File: config.mk
export PLATFORM = sky130hd
export DESIGN_NAME = seven_segment_frame_builder_unit
export DESIGN_NICKNAME = d
export VERILOG_FILES = /design/src/rtl/core/ssfb_pkg.sv /design/src/rtl/core/ssfb_front.sv /design/src/rtl/core/ssfb_queue.sv /design/src/rtl/core/ssfb_back.sv /design/src/rtl/core/seven_segment_frame_builder_unit.sv
export SDC_FILE = /design/constraint.sdc
export NUM_CORES = 1
export LEC_CHECK = 0
export ABC_CLOCK_PERIOD_IN_PS = 9200
export BUFFER_PORTS_ARGS = -buffer_cell sky130_fd_sc_hd__buf_2
export CORE_ASPECT_RATIO = 1.4
export CORE_MARGIN = 4
export CORE_UTILIZATION = 40
export DETAILED_ROUTE_END_ITERATION = 10
export PLACE_DENSITY = 0.65
export REMOVE_ABC_BUFFERS = 1
export SETUP_SLACK_MARGIN = 0.15
export SYNTH_ARGS = -nofsm -noshare
export SYNTH_HDL_FRONTEND = slang
export SYNTH_SLANG_ARGS = --single-unit
File: constraint.sdc
create_clock -name clk -period 9.2 [get_ports clk]
set_input_delay 1.38 -clock clk [delete_from_list [all_inputs] [get_ports clk]]
set_output_delay 1.38 -clock clk [all_outputs]
set_load 0.05 [all_outputs]
File: src/rtl/core/ssfb_pkg.sv
// Shared types, constants and lookup functions for the seven-segment frame builder.
// Depends on nothing; every module of the block refers to it by scoped names.
package ssfb_pkg;

  // Sizing limits over the whole parameter range
  localparam int SEG_MAX       = 6;
  localparam int CNT_W         = $clog2(SEG_MAX + 1);
  localparam int DIGITS_DEF    = 3;
  localparam int CLEAR_DEF     = 6;
  localparam int QUEUE_DEF     = 2;
  localparam int CFG_BYTES     = 3;

  // Command codes
  localparam logic [2:0] CMD_SHOW   = 3'd0;
  localparam logic [2:0] CMD_DOT    = 3'd1;
  localparam logic [2:0] CMD_CFG    = 3'd2;
  localparam logic [2:0] CMD_BRIGHT = 3'd3;
  localparam logic [2:0] CMD_CLEAR  = 3'd4;

  // Frame bytes
  localparam logic [7:0] BYTE_DATA_WRITE = 8'h40;
  localparam logic [7:0] BYTE_ADDRESS    = 8'hC0;
  localparam logic [7:0] BYTE_BRIGHT     = 8'h87;
  localparam logic [7:0] DOT_BIT         = 8'h80;
  localparam logic [7:0] SEG_BLANK       = 8'h00;
  localparam logic [3:0] LEVEL_MAX       = 4'd8;

  // Reciprocal constants for divide by ten
  localparam logic [31:0] RECIP16       = 32'd52429;
  localparam int          RECIP16_SHIFT = 19;
  localparam logic [15:0] RECIP8        = 16'd205;
  localparam int          RECIP8_SHIFT  = 11;

  // One queued job: either a full display update or a single brightness frame
  typedef struct packed {
    logic                          bright;
    logic [CNT_W-1:0]              cnt;
    logic [SEG_MAX-1:0][7:0]       segs;
  } desc_t;

  function automatic logic [7:0] seg_code(input logic [3:0] d);
    logic [7:0] s;
    case (d)
      4'd0: s = 8'h3f;
      4'd1: s = 8'h06;
      4'd2: s = 8'h5b;
      4'd3: s = 8'h4f;
      4'd4: s = 8'h66;
      4'd5: s = 8'h6d;
      4'd6: s = 8'h7d;
      4'd7: s = 8'h07;
      4'd8: s = 8'h7f;
      4'd9: s = 8'h6f;
      default: s = 8'h00;
    endcase
    return s;
  endfunction

  function automatic logic [16:0] pow10(input logic [CNT_W-1:0] i);
    logic [16:0] p;
    case (i)
      3'd0: p = 17'd1;
      3'd1: p = 17'd10;
      3'd2: p = 17'd100;
      3'd3: p = 17'd1000;
      3'd4: p = 17'd10000;
      default: p = 17'd100000;
    endcase
    return p;
  endfunction

endpackage

File: src/rtl/core/ssfb_front.sv
// Front end of the frame builder: accepts commands, keeps display state and
// converts digits one per cycle into a job descriptor. Depends on ssfb_pkg.
module ssfb_front #(
  parameter int DIGITS      = ssfb_pkg::DIGITS_DEF,
  parameter int CLEAR_BYTES = ssfb_pkg::CLEAR_DEF
) (
  input  logic                clk,
  input  logic                rst_n,
  input  logic                in_tvalid,
  output logic                in_tready,
  input  logic [2:0]          cmd,
  input  logic [15:0]         number,
  input  logic [1:0]          dot_select,
  input  logic [7:0]          param_num,
  input  logic [3:0]          level,
  output logic                push,
  output ssfb_pkg::desc_t     push_desc,
  input  logic                q_full
);

  localparam logic [2:0] W_NONE   = 3'd0;
  localparam logic [2:0] W_SHOW   = 3'd1;
  localparam logic [2:0] W_CFG    = 3'd2;
  localparam logic [2:0] W_BRIGHT = 3'd3;
  localparam logic [2:0] W_CLEAR  = 3'd4;
  localparam int CW = ssfb_pkg::CNT_W;

  logic                                  busy_r;
  logic [2:0]                            wk_r;
  logic [CW-1:0]                         idx_r;
  logic [15:0]                           v_r;
  logic [7:0]                            param_r;
  logic [15:0]                           shown_value_r;
  logic [1:0]                            dot_pos_r;
  logic [ssfb_pkg::SEG_MAX-1:0][7:0]     seg_r;

  logic [CW-1:0] steps;
  logic          done;
  logic          finish;
  logic          acc;
  logic [2:0]    wk_dec;
  logic [31:0]   prod;
  logic [15:0]   q16;
  logic [15:0]   rem16;
  logic [15:0]   prodp;
  logic [7:0]    qp;
  logic [7:0]    remp;
  logic [7:0]    digit_byte;
  logic [3:0]    lvl;

  always_comb begin
    case (wk_r)
      W_SHOW:  steps = CW'(DIGITS);
      W_CFG:   steps = CW'(1);
      default: steps = '0;
    endcase
    done      = (idx_r == steps);
    finish    = busy_r && done && ((wk_r == W_NONE) || !q_full);
    push      = busy_r && done && (wk_r != W_NONE) && !q_full;
    in_tready = !busy_r || finish;
    acc       = in_tvalid && in_tready;
  end

  always_comb begin
    case (cmd)
      ssfb_pkg::CMD_SHOW:   wk_dec = W_SHOW;
      ssfb_pkg::CMD_DOT:    wk_dec = W_SHOW;
      ssfb_pkg::CMD_CFG:    wk_dec = W_CFG;
      ssfb_pkg::CMD_BRIGHT: wk_dec = W_BRIGHT;
      ssfb_pkg::CMD_CLEAR:  wk_dec = W_CLEAR;
      default:              wk_dec = W_NONE;
    endcase
    lvl = (level > ssfb_pkg::LEVEL_MAX) ? ssfb_pkg::LEVEL_MAX : level;
  end

  // Divide by ten through reciprocal multiply, remainder by shift-add
  always_comb begin
    prod  = {16'd0, v_r} * ssfb_pkg::RECIP16;
    q16   = 16'(prod >> ssfb_pkg::RECIP16_SHIFT);
    rem16 = v_r - (q16 << 3) - (q16 << 1);
    prodp = {8'd0, param_r} * ssfb_pkg::RECIP8;
    qp    = 8'(prodp >> ssfb_pkg::RECIP8_SHIFT);
    remp  = param_r - (qp << 3) - (qp << 1);

    digit_byte = ssfb_pkg::seg_code(rem16[3:0]);
    if ((dot_pos_r != 2'd0) && (CW'(dot_pos_r) - CW'(1) == idx_r)) begin
      digit_byte = digit_byte | ssfb_pkg::DOT_BIT;
    end
    // blank leading zeros, dot included
    if ((idx_r != '0) && ({1'b0, shown_value_r} < ssfb_pkg::pow10(idx_r))) begin
      digit_byte = ssfb_pkg::SEG_BLANK;
    end
  end

  always_comb begin
    push_desc.bright = (wk_r == W_BRIGHT);
    push_desc.segs   = seg_r;
    case (wk_r)
      W_SHOW:  push_desc.cnt = CW'(DIGITS);
      W_CFG:   push_desc.cnt = CW'(ssfb_pkg::CFG_BYTES);
      W_CLEAR: push_desc.cnt = CW'(CLEAR_BYTES);
      default: push_desc.cnt = CW'(1);
    endcase
  end

  always_ff @(posedge clk) begin
    if (!rst_n) begin
      busy_r        <= 1'b0;
      wk_r          <= W_NONE;
      idx_r         <= '0;
      shown_value_r <= '0;
      dot_pos_r     <= '0;
    end else if (acc) begin
      busy_r  <= 1'b1;
      wk_r    <= wk_dec;
      idx_r   <= '0;
      param_r <= param_num;
      if (cmd == ssfb_pkg::CMD_BRIGHT) begin
        seg_r <= {{((ssfb_pkg::SEG_MAX - 1) * 8){1'b0}},
                  ssfb_pkg::BYTE_BRIGHT + {4'd0, lvl}};
      end else begin
        seg_r <= '0;
      end
      if (cmd == ssfb_pkg::CMD_DOT) begin
        v_r       <= shown_value_r;
        dot_pos_r <= dot_select;
      end else begin
        v_r <= number;
      end
      if (cmd == ssfb_pkg::CMD_SHOW) begin
        shown_value_r <= number;
      end
    end else if (finish) begin
      busy_r <= 1'b0;
    end else if (busy_r && !done) begin
      // one digit per cycle
      idx_r <= idx_r + CW'(1);
      if (wk_r == W_CFG) begin
        seg_r[0] <= ssfb_pkg::seg_code(rem16[3:0]);
        seg_r[2] <= ssfb_pkg::seg_code(remp[3:0]) | ssfb_pkg::DOT_BIT;
      end else begin
        seg_r[idx_r] <= digit_byte;
        v_r          <= q16;
      end
    end
  end

endmodule

File: src/rtl/core/ssfb_queue.sv
// Small descriptor queue between the front and back ends of the frame builder.
// Depends on ssfb_pkg for the descriptor type.
module ssfb_queue #(
  parameter int DEPTH = ssfb_pkg::QUEUE_DEF
) (
  input  logic             clk,
  input  logic             rst_n,
  input  logic             push,
  input  ssfb_pkg::desc_t  push_desc,
  output logic             full,
  input  logic             pop,
  output logic             head_valid,
  output ssfb_pkg::desc_t  head_desc
);

  localparam int PW = (DEPTH > 1) ? $clog2(DEPTH) : 1;
  localparam int CW = $clog2(DEPTH + 1);

  ssfb_pkg::desc_t   mem_r [DEPTH];
  logic [PW-1:0]     wr_ptr_r;
  logic [PW-1:0]     rd_ptr_r;
  logic [CW-1:0]     count_r;

  assign full       = (count_r == CW'(DEPTH));
  assign head_valid = (count_r != '0);
  assign head_desc  = mem_r[rd_ptr_r];

  always_ff @(posedge clk) begin
    if (push) begin
      mem_r[wr_ptr_r] <= push_desc;
    end
  end

  always_ff @(posedge clk) begin
    if (!rst_n) begin
      wr_ptr_r <= '0;
      rd_ptr_r <= '0;
      count_r  <= '0;
    end else begin
      if (push) begin
        wr_ptr_r <= (wr_ptr_r == PW'(DEPTH - 1)) ? '0 : wr_ptr_r + PW'(1);
      end
      if (pop) begin
        rd_ptr_r <= (rd_ptr_r == PW'(DEPTH - 1)) ? '0 : rd_ptr_r + PW'(1);
      end
      if (push && !pop) begin
        count_r <= count_r + CW'(1);
      end else if (pop && !push) begin
        count_r <= count_r - CW'(1);
      end
    end
  end

endmodule

File: src/rtl/core/ssfb_back.sv
// Back end of the frame builder: walks a queued job and emits one framed byte
// per cycle into the output register unless out_tready holds it. Depends on ssfb_pkg.
module ssfb_back (
  input  logic             clk,
  input  logic             rst_n,
  input  logic             head_valid,
  input  ssfb_pkg::desc_t  head_desc,
  output logic             pop,
  output logic             out_tvalid,
  input  logic             out_tready,
  output logic [7:0]       out_tdata,
  output logic [1:0]       out_tuser,
  output logic             out_tlast
);

  localparam int CW = ssfb_pkg::CNT_W;

  logic [CW-1:0] pos_r;
  logic          out_tvalid_r;
  logic [7:0]    out_tdata_r;
  logic [1:0]    out_tuser_r;
  logic          out_tlast_r;

  logic          load;
  logic          at_end;
  logic [CW-1:0] sel;
  logic [7:0]    byte_nxt;
  logic          start_nxt;
  logic          end_nxt;

  always_comb begin
    load   = head_valid && (!out_tvalid_r || out_tready);
    at_end = head_desc.bright || (pos_r == head_desc.cnt + CW'(1));
    pop    = load && at_end;
    sel    = head_desc.cnt + CW'(1) - pos_r;
    if (head_desc.bright) begin
      byte_nxt  = head_desc.segs[0];
      start_nxt = 1'b1;
      end_nxt   = 1'b1;
    end else if (pos_r == '0) begin
      byte_nxt  = ssfb_pkg::BYTE_DATA_WRITE;
      start_nxt = 1'b1;
      end_nxt   = 1'b1;
    end else if (pos_r == CW'(1)) begin
      byte_nxt  = ssfb_pkg::BYTE_ADDRESS;
      start_nxt = 1'b1;
      end_nxt   = 1'b0;
    end else begin
      byte_nxt  = head_desc.segs[sel];
      start_nxt = 1'b0;
      end_nxt   = at_end;
    end
  end

  always_ff @(posedge clk) begin
    if (!rst_n) begin
      pos_r        <= '0;
      out_tvalid_r <= 1'b0;
    end else begin
      if (load) begin
        out_tvalid_r <= 1'b1;
        pos_r        <= at_end ? '0 : pos_r + CW'(1);
      end else if (out_tready) begin
        out_tvalid_r <= 1'b0;
      end
    end
  end

  always_ff @(posedge clk) begin
    if (load) begin
      out_tdata_r <= byte_nxt;
      out_tuser_r <= {end_nxt, start_nxt};
      out_tlast_r <= at_end;
    end
  end

  assign out_tvalid = out_tvalid_r;
  assign out_tdata  = out_tdata_r;
  assign out_tuser  = out_tuser_r;
  assign out_tlast  = out_tlast_r;

endmodule

File: src/rtl/core/seven_segment_frame_builder_unit.sv
// Unused command codes emit nothing. Throughput: one output byte per cycle while
// out_tready does not stall the output; a display update is DIGITS+2 bytes long
// (CLEAR_BYTES+2 for clear, 5 for config view, 1 for brightness), set by the byte
// sequencer of the back end. The front end converts one digit per cycle.
// Reset: synchronous, active low; clears shown value, dot position, queue and output.
module seven_segment_frame_builder_unit #(
  parameter int DIGITS      = ssfb_pkg::DIGITS_DEF,
  parameter int CLEAR_BYTES = ssfb_pkg::CLEAR_DEF,
  parameter int QUEUE_DEPTH = ssfb_pkg::QUEUE_DEF
) (
  input  logic        clk,
  input  logic        rst_n,
  input  logic        in_tvalid,
  output logic        in_tready,
  input  logic [31:0] in_tdata,  // number[15:0], dot_select[17:16], param_num[25:18],
                                 // level[29:26], zero fill [31:30]
  input  logic [2:0]  in_tuser,  // cmd[2:0]
  output logic        out_tvalid,
  input  logic        out_tready,
  output logic [7:0]  out_tdata, // tx_byte[7:0]
  output logic [1:0]  out_tuser, // frame_start[0], frame_end[1]
  output logic        out_tlast
);

  // Front to queue
  logic            push;
  ssfb_pkg::desc_t push_desc;
  logic            q_full;
  // Queue to back
  logic            pop;
  logic            head_valid;
  ssfb_pkg::desc_t head_desc;

  // Front: take a transaction, update state, build the job descriptor
  ssfb_front #(
    .DIGITS      (DIGITS),
    .CLEAR_BYTES (CLEAR_BYTES)
  ) u_front (
    .clk        (clk),
    .rst_n      (rst_n),
    .in_tvalid  (in_tvalid),
    .in_tready  (in_tready),
    .cmd        (in_tuser),
    .number     (in_tdata[15:0]),
    .dot_select (in_tdata[17:16]),
    .param_num  (in_tdata[25:18]),
    .level      (in_tdata[29:26]),
    .push       (push),
    .push_desc  (push_desc),
    .q_full     (q_full)
  );

  // Queue: decouple conversion from byte emission
  ssfb_queue #(
    .DEPTH (QUEUE_DEPTH)
  ) u_queue (
    .clk        (clk),
    .rst_n      (rst_n),
    .push       (push),
    .push_desc  (push_desc),
    .full       (q_full),
    .pop        (pop),
    .head_valid (head_valid),
    .head_desc  (head_desc)
  );

  // Back: emit the frames, one byte per transaction
  ssfb_back u_back (
    .clk        (clk),
    .rst_n      (rst_n),
    .head_valid (head_valid),
    .head_desc  (head_desc),
    .pop        (pop),
    .out_tvalid (out_tvalid),
    .out_tready (out_tready),
    .out_tdata  (out_tdata),
    .out_tuser  (out_tuser),
    .out_tlast  (out_tlast)
  );

`ifndef NO_ASSERTIONS
  // The front end never writes into a full queue
  a_no_overflow: assert property (@(posedge clk) disable iff (!rst_n)
    push |-> !q_full)
    else $error("descriptor pushed into full queue");

  // Every command's final byte closes a frame
  a_last_has_stop: assert property (@(posedge clk) disable iff (!rst_n)
    out_tvalid && out_tlast |-> out_tuser[1])
    else $error("final byte without stop condition");

  // A start without stop only opens an address frame
  a_addr_frame: assert property (@(posedge clk) disable iff (!rst_n)
    out_tvalid && out_tuser[0] && !out_tuser[1] |-> out_tdata == ssfb_pkg::BYTE_ADDRESS)
    else $error("open frame does not start with address byte");

  // A popped job was present in the queue
  a_pop_valid: assert property (@(posedge clk) disable iff (!rst_n)
    pop |-> head_valid)
    else $error("queue popped while empty");
`endif

endmodule
# Word level (Yosys, flattened, before mapping)
# Memories as Yosys holds them, arrays and structs flattened. A register that Yosys moved wholly into a read port is not among the register bits.
# Cells that the tools add are included.
# totals
reg_bits	116
mem_bits_rw	104
mem_bits_ro	336
in_bits	39
out_inout_bits	13
word_cells	155
memories	4
# classes
add_sub_neg	14
multipliers	2
order_cmp	5
n_eq_ne	19
n_mux	43
n_bitwise	2
reduce_logical	45
# mem_list
name	depth	width	rd	rd_clocked_by_memory_dff	wr	line	text
(no name shown)	16	7	1	0	0	ssfb_pkg.sv:43	case (d)
(no name shown)	16	7	1	0	0	ssfb_pkg.sv:43	
(no name shown)	16	7	1	0	0	ssfb_pkg.sv:43	
u_queue.mem_r	2	52	1	1	1	ssfb_queue.sv:19	ssfb_pkg::desc_t mem_r [DEPTH];
# op_table
op	count
$mux W48	3
$mux W8	11
$pmux W17 S5	1
$mux W16	5
$bwmux W48	1
$mul A16 B16 Y32 const B	1
$bmux W8 S3	1
$demux W8 S3	1
$mux W24	1
$eq A3 B2 Y1 const B	6
$lt A16 B17 Y1	1
$sub A4 B4 Y4	4
$mul A8 B8 Y14 const B	1
$logic_and A1 B1 Y1	13
$eq A3 B1 Y1 const B	4
$logic_not A3 Y1	4
$mux W1	12
$pmux W3 S4	1
$reduce_bool A2 Y1	6
$add A3 B1 Y3 const B	3
$eq A3 B3 Y1 const B	3
$add A8 B4 Y8 const A	1
$lt A3 B4 Y1 const B	2
$reduce_and A2 Y1	4
24 further kinds	40

# Logic depth before layout (Yosys ltp)
# An unclocked memory read counts as a cell.
# depth
word_depth	11
mapped_depth	29
ltp_nobuf	28

# Modules after synthesis
# Synthesis repeated with hierarchy kept, for this count alone.
# hier_totals
hier_cells	1448
area_unflattened_um2	16325.7
# by_module_without_submodules
module	n_inst	cells_each	area_per_inst_um2	seq_area_each_um2
ssfb_front	1	1158	11143.2	2662.6
ssfb_queue	1	184	3991.3	3223.1
ssfb_back	1	106	1191.1	410.4

# Worst setup path before layout
# No wires, ideal clock.
# synth_path
kind	reg-to-reg
startpoint	reg u_front.v_r[3]
endpoint	reg u_front.seg_r, in the netlist u_front.push_desc[22], data pin
setup_time_ns	0.261
arrival_ns	6.829
required_ns	8.939
path_slack_ns	2.110
path_stages_with_launch	26
path_buffers	1
synth_period_minus_slack_ns	7.090
cell_sequence	edfxtp_1 -> ha_1 -> inv_1 -> fa_1 -> inv_1 -> fa_1 -> fa_1 -> fa_1 -> inv_1 -> fa_1 -> inv_1 -> ha_1 -> a21o_1 -> a21oi_1 -> a21boi_0 -> o21bai_1 -> xor2_1 -> ha_1 -> nand2_1 -> and3_1 -> mux2_2 -> or3_4 -> and2_1 -> buf_6 -> a32o_1 -> a221o_1
# synth_between
elab_chain_cells	11
# synth_lines
element	line	text
from (decl)	ssfb_front.sv:31	logic [15:0] v_r;
from (signal assigned)	ssfb_front.sv:125	v_r <= shown_value_r;
from (signal assigned)	ssfb_front.sv:128	v_r <= number;
from (signal assigned)	ssfb_front.sv:143	v_r <= q16;
$mul A16 B16 Y32	ssfb_front.sv:78	prod = {16'd0, v_r} * ssfb_pkg::RECIP16;
$sub A4 B4 Y4	ssfb_front.sv:80	rem16 = v_r - (q16 << 3) - (q16 << 1);
$sub A4 B4 Y4 *	ssfb_front.sv:80	
$mem_v2 Z16 W7 *	--	
$mux W8 *	ssfb_front.sv:86	if ((dot_pos_r != 2'd0) && (CW'(dot_pos_r) - CW'(1) == idx_r)) begin
$mux W8 *	ssfb_front.sv:90	if ((idx_r != '0) && ({1'b0, shown_value_r} < ssfb_pkg::pow10(idx_r))) begin
$bwmux W48 *	ssfb_front.sv:142	seg_r[idx_r] <= digit_byte;
$mux W8 *	ssfb_front.sv:138	if (wk_r == W_CFG) begin
$mux W48 *	ssfb_front.sv:135	end else if (busy_r && !done) begin
$mux W48 *	ssfb_front.sv:133	end else if (finish) begin
$mux W48 *	ssfb_front.sv:113	end else if (acc) begin
to (signal assigned)	ssfb_front.sv:119	seg_r <= {{((ssfb_pkg::SEG_MAX - 1) * 8){1'b0}},
to (signal, indexed assignment)	ssfb_front.sv:142	
to (decl)	ssfb_front.sv:35	logic [ssfb_pkg::SEG_MAX-1:0][7:0] seg_r;
# Mark *: on every way between the ends. The rest lies on a longest branch, timed or not. The select of a mux whose other input is x is not followed.
# A chain may end at the register's enable or synchronous reset.

# Worst setup path in the final report
# layout_path
startpoint	reg u_front.v_r[3]
endpoint	reg u_front.seg_r, in the netlist u_front.push_desc[29], data pin
# layout_between
elab_chain_cells	11
# layout_lines
element	line
$mul A16 B16 Y32	ssfb_front.sv:78
$sub A4 B4 Y4	ssfb_front.sv:80
$sub A4 B4 Y4 *	ssfb_front.sv:80
$mem_v2 Z16 W7 *	--
$mux W8 *	ssfb_front.sv:86
$mux W8 *	ssfb_front.sv:90
$bwmux W48 *	ssfb_front.sv:142
$mux W24 *	ssfb_front.sv:138
$mux W48 *	ssfb_front.sv:135
$mux W48 *	ssfb_front.sv:133
$mux W48 *	ssfb_front.sv:113
# Marked as above.

==> flow_summary.toml <==
[run_status]
status = "finished clean"

[cts]
cts-resized-gates = 0
htree_levels = 1
cts.clk_slew.worst_paths_ps = 60
cts_tree = "built"
root_buffer = "clkbuf_16"
hold_buffers = 0
cts_buffers = 24
numClockSinks = 221
post_cts_buffers = 0
clkLatencyLatePin_ps = 520
cts_buffer_depth = 3

[setup_path]
cp.depth = 24
path_delay_family = "adder cells"
critPathMaxStageDelay_ps = 710
cp_common_cell = "fa_1"
path_max_fanout = 10
startpoint = "u_front.v_r[3]$_DFFE_PP_"
path_buf_inv = 4
r2r_cells = 24
path_cells = "ha_1 > inv_1 > fa_1 > inv_1 > fa_1 > fa_1 > fa_1 > inv_1 > fa_1 > inv_1 > ha_1 > a21o_1 > a21oi_1 > a21boi_0 > o21bai_1 > xor2_1 > ha_1 > nand2_1 > and3_1 > mux2_2 > o21ai_1 > and2_1 > mux2i_1 > o21ai_1"
start_kind = "register"
r2r_slack_ps = 1010
reg2reg_from = "u_front.v_r[3]$_DFFE_PP_"
rr_endpoint = "u_front.push_desc[29]$_SDFFCE_PP0P_"
critical_path_class = "register to register"
cp-end-kind = "register"
cp_data_required_time_ps = 9440
cp.arrival_ps = 8430
endpoint = "u_front.push_desc[29]$_SDFFCE_PP0P_"
worst_path_max_delay_cell = "mux2i_1"

[timing]
finalSetupViolCount = 0
fmax_ghz = 0.122
hold_viol = 0
skew_ps = 6.53
maxSlewViolCount = 0
worstMarginPinSlew_ps = 1130
fin_setup_tns_ps = 0
period_share = 0.891
relSlewSlack = 0.240
rsz0062_at_grt = "false"
period_needed_ps = 8190

[floorplan]
ios = 52
start_util = 0.406
rows = 85
die-area_sq_um = 42600
die_y_um = 243
die_x_um = 176
core_sq_um = 38700

[synth]
ys_types = 70
yosysTopAreaCellShare = 0.357
avgSynthCellArea_sq_um = 11.4
ys.flop_type = "edfxtp_1"
ys_async_sr_fraction = 0
synth.yosys.seq_area_share = 0.400
synth-seq-cells = 221
synth_edf_count = 187
synthMostInstantiatedCell = "inv_1"
yosysWarnings = 0
syn_inst = 1383
synth_common_cells = "212 x inv_1, 206 x ha_1, 187 x edfxtp_1"
netlist_area_sq_um = 15700
synthTopCellsByArea = "edfxtp_1 36%, ha_1 16%, fa_1 12%, inv_1 5.1%, dfxtp_1 4.3%"
yosysTopAreaCell = "edfxtp_1"

[cells_and_area]
nets = 1766
nFillCells = 3646
n_antenna_cell = 0
regArea_sq_um = 6300
multi_input_area_sq_um = 8490
drive_above_1_share = 0.0954
syn_to_final_growth_pct = 10.8

[global_routing]
antenna_found_initial = 0
grt_pass1_wl_mm = 56.8
track_usage = 0.165
grt_max_degree = 56
first_global_vias = 10803
grt-ovfl-total = 0

[drt]
wl_per_cell_um = 17.9
postRouteAntennaNets = 0
drtIter0Drc = 575
first_pass_iters = 5
drcViolationCount = 0
postRouteWirelength_mm = 35.2
num_vias = 10335
viasPerCell = 5.25

[placement]
dp_hpwl_mm = 26.6
place_congestion = 0.923
numPortBuffers = 49

[min_path]
hp-start = "u_front.push_desc[4]$_DFFE_PP_"
hold_path_class = "register to register"

[run]
cap_violations = 0
==> registers in the layout (all words and copies together) (netlist names), named ones only <==
name,cells
u_queue.wr_ptr_r,1
u_queue.rd_ptr_r,1
u_back.pos_r,3
u_back.out_tdata,8
u_queue.mem_r,104
u_back.out_tlast,1
u_front.v_r,16
u_front.param_r,8
u_back.out_tvalid,1
u_back.out_tuser,2
u_front.dot_pos_r,2
u_queue.count_r,2
u_front.idx_r,3
u_front.busy_r,1
u_front.push_desc,48
u_front.wk_r,3
u_front.shown_value_r,16
==> through the flow <==
| step | cell area, sq um | utilization | worst slack, ps | std cells | hold WS, ps |
|---|---|---|---|---|---|
| finish | 17400 | 0.450 | 1010 | 1969 | 443 |
| global route | 17400 | 0.450 | 591 | 1969 | 457 |
| CTS | 17400 | 0.450 | 966 | 1969 | 442 |
| detailed placement | 16600 | 0.428 | 993 | 1925 | 431 |
| global placement | 16600 | 0.428 | 1150 | 1925 | 424 |
| floorplan | 15600 | - | 2120 | 1341 | 421 |
==> final cells by class <==
class / count / share of cell area
repair buffers: 62 / 0.0197
clock buffers: 28 / 0.0365
multi-input cells: 907 / 0.487
clock inverters: 16 / 0.0121
well taps: 522 / 0.0375
inverters: 213 / 0.0459
flip-flops and latches: 221 / 0.361
==> cells by family after synthesis <==
group           count (synthesis)  share of synthesized area
compound gates                228                     0.0978
fa+ha+maj                     298                      0.281
buf+inv                       255                     0.0613
mux                            50                     0.0451
flops                         221                      0.400
simple gates                  288                     0.0896
xor+xnor                       43                     0.0248
==> cell usage in the layout (no fill, tap or decap), drive strengths merged, types with 25 or more instances in the layout <==
cell	Yosys	layout
clkbuf	37	28
nand3	44	44
xnor2	28	28
nand2	94	94
nor2	53	53
o21ai	51	51
edfxtp	187	187
dfxtp	34	34
ha	206	206
buf	5	62
a21oi	38	38
mux2i	27	27
a21boi	25	25
inv	212	213
fa	92	92
==> how the worst min path moves through the flow <==
stage	endpoint	slack, ps	cells past startpoint
global route	u_queue.mem_r[0][3]$_DFFE_PP_	460	0
global placement	u_queue.mem_r[0][4]$_DFFE_PP_	420	0
floorplan	u_queue.mem_r[0][0]$_DFFE_PP_	420	0
detailed placement	u_queue.mem_r[0][4]$_DFFE_PP_	430	0
finish	u_queue.mem_r[1][4]$_DFFE_PP_	440	0
CTS	u_queue.mem_r[0][4]$_DFFE_PP_	440	0
==> per-layer routing <==
layer / global-route usage / wire, um
met5: 0 / 0
met4: 0.0622 / 1400
met3: 0.0174 / 1340
met2: 0.302 / 18400
met1: 0.200 / 14100
Power is left out: the tool's default activity adds up to more than one toggle a clock period on the data nets, which glitch-free logic cannot reach.
